[src/rtl/core/sesf_pkg.sv]
// ----------------------------------------------------------------------------
// sesf_pkg: shared types and constants of the smooth end-stop force block
// Register indexes, reset values, field widths and the force/config structs.
// ----------------------------------------------------------------------------
`default_nettype none

package sesf_pkg;

    // Configuration port geometry.
    localparam int CFG_IDX_W  = 3;
    localparam int CFG_DATA_W = 32;

    // Register indexes of the configuration port.
    typedef enum logic [CFG_IDX_W-1:0] {
        CFG_LOWER_LIMIT = 3'd0,
        CFG_UPPER_LIMIT = 3'd1,
        CFG_STIFFNESS   = 3'd2,
        CFG_DAMPING     = 3'd3,
        CFG_SMOOTHNESS  = 3'd4
    } t_cfg_idx;

    // Register reset values.
    localparam logic [CFG_DATA_W-1:0] RST_LOWER_LIMIT = 32'd0;
    localparam logic [CFG_DATA_W-1:0] RST_UPPER_LIMIT = 32'd16777216;
    localparam logic [CFG_DATA_W-1:0] RST_STIFFNESS   = 32'd0;
    localparam logic [CFG_DATA_W-1:0] RST_DAMPING     = 32'd0;
    localparam logic [CFG_DATA_W-1:0] RST_SMOOTHNESS  = 32'd65536;

    // Field widths.
    localparam int POS_W   = 32;
    localparam int DIFF_W  = 33;
    localparam int WGT_W   = 17;
    localparam int FORCE_W = 48;
    localparam int FMAG_W  = 49;

    // Weight of one in Q1.16.
    localparam logic [WGT_W-1:0] WGT_ONE = 17'd65536;

    // Product alpha*|y| saturates the weight at and above 2^43.
    localparam int P_W = 43;

    // Q2.30 constants of the logistic table generator.
    localparam longint ONE_Q30  = 64'sd1073741824;
    localparam longint HALF_Q30 = 64'sd536870912;

    // Default logistic table depth.
    localparam int SIG_DEPTH_DEF = 256;

    // Register stages from an accepted transaction to its result.
    localparam int PIPE_DEPTH = 8;

    // Configuration register file contents.
    typedef struct packed {
        logic [CFG_DATA_W-1:0] lower_limit;
        logic [CFG_DATA_W-1:0] upper_limit;
        logic [CFG_DATA_W-1:0] stiffness;
        logic [CFG_DATA_W-1:0] damping;
        logic [CFG_DATA_W-1:0] smoothness;
    } t_cfg;

    // One spring-damper force in sign-magnitude Q.16 form.
    typedef struct packed {
        logic              neg;
        logic [FMAG_W-1:0] mag;
    } t_force;

endpackage

`default_nettype wire

[src/rtl/core/sesf_blend.sv]
// ----------------------------------------------------------------------------
// sesf_blend: weighting, summation and saturation of the two stop forces
// Stage 7 scales each force by its weight; stage 8 adds and clips the sum.
// ----------------------------------------------------------------------------
`default_nettype none

module sesf_blend (
    input  logic                                i_clk,
    input  sesf_pkg::t_force                    i_force_lo,
    input  sesf_pkg::t_force                    i_force_hi,
    input  logic [sesf_pkg::WGT_W-1:0]          i_w_lo,
    input  logic [sesf_pkg::WGT_W-1:0]          i_w_hi,
    output logic signed [sesf_pkg::FORCE_W-1:0] o_net_force,
    output logic [sesf_pkg::WGT_W-1:0]          o_lower_weight,
    output logic [sesf_pkg::WGT_W-1:0]          o_upper_weight,
    output logic                                o_force_saturated
);
    import sesf_pkg::*;

    localparam int RW = 50;
    localparam int SW = 52;
    localparam logic signed [SW-1:0] SUM_MAX = 52'sd140737488355327;
    localparam logic signed [SW-1:0] SUM_MIN = -52'sd140737488355328;

    // Force magnitude times weight, truncated to Q.16.
    function automatic logic [RW-1:0] f_weigh(input logic [FMAG_W-1:0] mag,
                                              input logic [WGT_W-1:0] w);
        logic [RW-1:0] hi_part;
        logic [32:0]   lo_part;
        hi_part = RW'(mag[FMAG_W-1:16]) * RW'(w);
        lo_part = 33'(mag[15:0]) * 33'(w);
        return hi_part + RW'(lo_part[32:16]);
    endfunction

    // Stage 7 registers.
    logic [RW-1:0]    r_rlo7, r_rhi7;
    logic             r_nlo7, r_nhi7;
    logic [WGT_W-1:0] r_wlo7, r_whi7;

    // Stage 8 logic and registers.
    logic signed [SW-1:0]  n_slo8, n_shi8, n_sum8;
    logic signed [FORCE_W-1:0] n_force8, r_force8;
    logic                  n_sat8, r_sat8;
    logic [WGT_W-1:0]      r_wlo8, r_whi8;

    always_ff @(posedge i_clk) begin
        // Stage 7
        r_rlo7   <= f_weigh(i_force_lo.mag, i_w_lo);
        r_rhi7   <= f_weigh(i_force_hi.mag, i_w_hi);
        r_nlo7   <= i_force_lo.neg;
        r_nhi7   <= i_force_hi.neg;
        r_wlo7   <= i_w_lo;
        r_whi7   <= i_w_hi;
        // Stage 8
        r_force8 <= n_force8;
        r_sat8   <= n_sat8;
        r_wlo8   <= r_wlo7;
        r_whi8   <= r_whi7;
    end

    // Signed sum of the weighted forces, clipped to the output range.
    always_comb begin
        n_slo8 = $signed(SW'(r_rlo7));
        n_shi8 = $signed(SW'(r_rhi7));
        if (r_nlo7) begin
            n_slo8 = -n_slo8;
        end
        if (r_nhi7) begin
            n_shi8 = -n_shi8;
        end
        n_sum8 = n_slo8 + n_shi8;
        if (n_sum8 > SUM_MAX) begin
            n_force8 = FORCE_W'(SUM_MAX);
            n_sat8   = 1'b1;
        end else if (n_sum8 < SUM_MIN) begin
            n_force8 = FORCE_W'(SUM_MIN);
            n_sat8   = 1'b1;
        end else begin
            n_force8 = FORCE_W'(n_sum8);
            n_sat8   = 1'b0;
        end
    end

    assign o_net_force       = r_force8;
    assign o_force_saturated = r_sat8;
    assign o_lower_weight    = r_wlo8;
    assign o_upper_weight    = r_whi8;

endmodule

`default_nettype wire

[config.mk]
export PLATFORM = sky130hd
export DESIGN_NAME = sesf_blend
export DESIGN_NICKNAME = d
export VERILOG_FILES = /design/src/rtl/core/sesf_pkg.sv /design/src/rtl/core/sesf_blend.sv
export SDC_FILE = /design/constraint.sdc
export NUM_CORES = 2
export LEC_CHECK = 0
export BUFFER_PORTS_ARGS = -buffer_cell sky130_fd_sc_hd__buf_4
export CORE_MARGIN = 2
export CORE_UTILIZATION = 55
export DETAILED_ROUTE_END_ITERATION = 12
export PLACE_DENSITY_LB_ADDON = 0.1
export SYNTH_ARGS = -nofsm -noshare
export SYNTH_HDL_FRONTEND = slang
export SYNTH_SLANG_ARGS = --single-unit
[constraint.sdc]
create_clock -name i_clk -period 26.1 [get_ports i_clk]
set_input_delay 1.305 -clock i_clk [delete_from_list [all_inputs] [get_ports i_clk]]
set_output_delay 1.305 -clock i_clk [all_outputs]
set_load 0.03 [all_outputs]
; Word level (Yosys, flattened, before mapping)
; Cells that the tools add are included.
[totals]
inputBits = 135
output_inout_bits = 83
regBits = 219
word_cells = 25
[op_classes]
magnitude_cmp = 2
muxes = 4
addsub = 5
mul = 4
[ops]
columns = op, count
row1 = 52-bit two-way mux, 2
row2 = 50-bit negator with 52-bit output, 2
row3 = 50-bit by 17-bit adder with 50-bit output, 2
row4 = 33-bit by 17-bit multiplier with 50-bit output, 2
row5 = 16-bit by 17-bit multiplier with 33-bit output, 2
row6 = 52-bit adder, 1
row7 = "52-bit by 48-bit > comparator with 1-bit output, second input constant", 1
row8 = "52-bit by 48-bit < comparator with 1-bit output, second input constant", 1
row9 = 48-bit two-way mux, 1
row10 = 1-bit two-way mux, 1

; Depth between registers and ports, before layout
[depth]
ltp_word = 5
ltp_mapped = 48
depth_no_buf = 47

; Worst setup path after synthesis
; No wires, ideal clock.
[synth_path]
path_type = in2reg
startpoint = input port i_force_lo[7] in the netlist's numbering
endpoint = register r_rlo7[47]
n_path_buf = 2
setup_ns = 0.127
stages = 45
setup_slack_ns = 13.907
t_arrival_ns = 12.066
required_time_ns = 25.973
cell_sequence = clkbuf_1 -> clkbuf_1 -> nand2_1 -> fa_1 -> inv_1 -> fa_1 -> inv_1 -> fa_1 -> inv_1 -> fa_1 -> fa_1 -> inv_1 -> fa_1 -> inv_1 -> ha_1 -> a21oi_1 -> nand2_1 -> o21a_1 -> [9 not listed] -> fa_1 -> fa_1 -> fa_1 -> inv_1 -> fa_1 -> inv_1 -> ha_1 -> a21o_1 -> a21o_1 -> a21o_1 -> a21oi_1 -> o21ai_0 -> a21o_1 -> a311oi_1 -> o21ai_0 -> o21ai_0 -> o21ai_0 -> xor2_1
[synth_between]
elab_chain_len = 2
[synth_lines]
columns = item, line_no
row1 = start: declaration, sesf_blend.sv:9  ; input sesf_pkg::t_force i_force_lo,
row2 = 16-bit by 17-bit multiplier with 33-bit output, sesf_blend.sv:31  ; lo_part = 33'(mag[15:0]) * 33'(w);
row3 = 50-bit by 17-bit adder with 50-bit output, sesf_blend.sv:32  ; return hi_part + RW'(lo_part[32:16]);
row4 = end signal: assignment, sesf_blend.sv:48  ; r_rlo7 <= f_weigh(i_force_lo.mag, i_w_lo);
row5 = end: declaration, sesf_blend.sv:36  ; logic [RW-1:0] r_rlo7, r_rhi7;
; No other way between the ends.
; A chain may end at the register's enable or synchronous reset.

; Worst setup path after layout
[layout_path]
startpoint = input port i_w_lo[8] in the netlist's numbering
endpoint = register r_rlo7[47]
[layout_between]
elab_chain_len = 2
elab_cells_between_ends = 3
classes_between = add/sub: 1 / mul: 2
[layout_lines]
columns = item, line_no
row1 = start: declaration, sesf_blend.sv:11  ; input logic [sesf_pkg::WGT_W-1:0] i_w_lo,
row2 = 33-bit by 17-bit multiplier with 50-bit output or 16-bit by 17-bit multiplier with 33-bit output (tied branches), "sesf_blend.sv:30, sesf_blend.sv:31"
row3 = 50-bit by 17-bit adder with 50-bit output *, sesf_blend.sv:32
; Mark *: on every way between the ends. The rest lies on a longest branch, timed or not.

==> flow_summary_export.csv <==
group,metric,value,unit
clock_network,cts_setup_buffers,0,
sta,rsz0062_at_grt,"no",
synthesis,syn-num-nets,8991,
detailed_routing,postRouteAntennaNets,0,
layout,layout-drive-gt1-share,4.775,%
flow_run,maxCapViolCount,0,
clock_network,cts_buffer_depth,3,
layout,final_common_cell,"inv_1",
clock_network,root_buffer,"clkbuf_16",
critical_path,cp-end-kind,"flip-flop",
critical_path,cp_slowest_cell,"fa_1",
floorplan,start_util,55.32,%
sta,slew-limit-headroom,9.932,%
layout,multi_input_area,50920,um2
synthesis,yosys.area.top_type,"fa_1",
synthesis,netlist_area,62060,um2
placement,dp_hpwl,119.3,mm
critical_path,r2r_start,"r_rhi7[7]",
layout,finalCoreUtilization,58.15,%
floorplan,die_h,339.9,um
synthesis,ys_types,78,
grt,grt_pass1_vias,49920,
critical_path,cp.arrival,13.64,ns
detailed_routing,wl,156.1,mm
critical_path,r2r-end,"o_net_force[26]",
critical_path,slowest_delay,0.59,ns
layout,seq_area,4387,um2
synthesis,synth-seq-area-share,7.064,%
floorplan,core,112200,um2
grt,grt_max_degree,53,
worst_hold_path,hold_start,"r_wlo7[7]",
sta,worst_clock_skew,0.04480,ns
floorplan,die-width,339.9,um
detailed_routing,vias_per_cell,5.486,
detailed_routing,vias,46030,
layout,final_nets,8917,
worst_hold_path,hold_class,"flip-flop to flip-flop",
synthesis,ys.flop_type,"dfxtp_1",
worst_hold_path,min_path_cells,0,
synthesis,synth_warnings,0,
synthesis,synth_top_area_share,44.42,%
critical_path,rrSetupSlack,18.47,ns
clock_network,cts.sink_count,219,
clock_network,clk_latency,0.64,ns
synthesis,syn_avg_cell_area,8.940,um2
clock_network,htree_levels,1,
synthesis,synth_area_leaders,"fa_1 (44%), ha_1 (11%), inv_1 (8.8%), nand2_1 (7.3%), dfxtp_1 (7.1%)",
synthesis,ys_seq_elements,219,
grt,track_usage,28.24,%
floorplan,io_pins,218,
critical_path,rr_worst_depth,19,
sta,setup-violations-final,0,
grt,grt_pass1_wl,261.2,mm
grt,antenna_found_initial,1,
detailed_routing,wl_per_cell,18.60,um
clock_network,cts_resized,0,
sta,hold_viol_final,0,
sta,worst_pin_slew,1.334,ns
synthesis,async_flop_share,0,%
critical_path,worstPathMaxFanout,50,
layout,fill_cells,10180,
placement,io_buffer_count,217,
grt,overflow,0,
critical_path,start_kind,"primary input",
clock_network,hold_buffers,0,
floorplan,dieArea,115500,um2
synthesis,synth-edff-count,0,
layout,most-common-layout-cells,"inv_1 (1,450), fa_1 (1,377), nand2_1 (1,200), and2_1 (616), ha_1 (537)",
clock_network,tritoncts,"yes",
critical_path,crit_top_cell,"fa_1",
synthesis,syn_inst,6942,
placement,place_congestion,0.8951,
detailed_routing,dr.pass1.iters,7,
sta,fin_crit_sh,50.30,%
clock_network,cts_inserted_buffers,29,
sta,clock.fmax,76.18,MHz
layout,areaGrowthSynthToFinish,5.115,%
sta,maxSlewViolCount,0,
sta,fin_crit,13.13,ns
worst_hold_path,min_to,"o_lower_weight[7]",
outcome,outcome,"finished clean",
critical_path,required,26.61,ns
layout,diodes,0,
detailed_routing,drc_errors,0,
critical_path,worstSetupPathType,"primary input to flip-flop",
floorplan,placementRows,123,
sta,fin_setup_tns,0,ns
detailed_routing,drt_iter0_drc,2612,
clock_network,clk_pin_slew_worst_paths,0.08,ns
-- logic make-up after synthesis --
logic type | count (synthesis) | synth area share, %
XOR/XNOR | 262 | 3.697
adder cells (fa/ha/maj) | 1914 | 55.24
buffers and inverters | 1778 | 10.91
flip-flops | 219 | 7.064
AO/OA/AOI/OAI | 609 | 6.371
multiplexers | 4 | 0.06653
AND/OR/NAND/NOR | 2156 | 16.65
-- through the flow --
step | instance area (um2) | std cells | worst slack [ns] | hold WS (ns)
floorplan | 62060 | 6942 | 13.91 | 0.3096
global placement | 64300 | 8337 | 12.57 | 0.3102
detailed placement | 64300 | 8337 | 12.42 | 0.3121
CTS | 65240 | 8390 | 13.06 | 0.3119
global route | 65240 | 8390 | 12.13 | 0.3220
finish | 65240 | 8390 | 12.97 | 0.3112
-- Yosys cell counts, drive strengths merged, types with 6 or more instances --
cell type	instances
ha	537
nand3b	6
xor2	71
nand2b	24
and3	25
xnor2	191
o31ai	40
a211oi	9
clkbuf	319
and2	616
nand2	1200
or3	20
nand3	38
a21o	88
o21ai	163
or4	15
buf	9
a221oi	7
o21a	25
a21oi	160
nor3	30
or2	14
a21boi	10
o211ai	12
nor2b	24
a31oi	12
fa	1377
dfxtp	219
a211o	6
nor2	84
o41ai	17
and4	11
nor4	11
nand4	30
inv	1450
o21bai	19
-- worst max-delay path by stage --
| stage | from | end | depth (start not counted) |
|---|---|---|---|
| after floorplan | i_force_lo[7] | r_rlo7[47] | 45 |
| after global placement | i_w_lo[7] | r_rlo7[47] | 45 |
| after detailed placement | i_w_lo[12] | r_rlo7[47] | 42 |
| after CTS | i_w_lo[12] | r_rlo7[47] | 42 |
| after global routing | i_w_lo[12] | r_rlo7[47] | 42 |
| final | i_w_lo[8] | r_rlo7[47] | 43 |
-- layout make-up --
class,instances,area share [%]
tap,1500,2.877
sequential,219,6.724
clock buffer,34,1.157
multi-input combinational,4945,78.05
clock inverter,19,0.2800
inverter,1450,8.343
timing repair buffer,223,2.566
-- critical path, delay by kind of cell --
| family | cells | cell delay (ns) |
|---|---|---|
| AND/OR/NAND/NOR | 5 | 0.65 |
| buffers and inverters | 7 | 0.85 |
| AO/OA/AOI/OAI | 16 | 4.21 |
| XOR/XNOR | 2 | 0.53 |
| adder cells (fa/ha/maj) | 13 | 6.03 |
-- flip-flops by register name (all words and copies together) (netlist names) --
| register | flops |
|---|---|
| o_force_saturated | 1 |
| o_lower_weight | 17 |
| o_net_force | 48 |
| o_upper_weight | 17 |
| r_nhi7 | 1 |
| r_nlo7 | 1 |
| r_rhi7 | 50 |
| r_rlo7 | 50 |
| r_whi7 | 17 |
| r_wlo7 | 17 |
-- metal layers --
layer	wire length (um)	global-route usage, %
met4	4100	7.329
met1	66950	38.76
met2	75700	47.66
met5	0	0
met3	9345	3.441
Power is left out: the tool's default activity adds up to more than one toggle a clock period on the data nets, which glitch-free logic cannot reach.
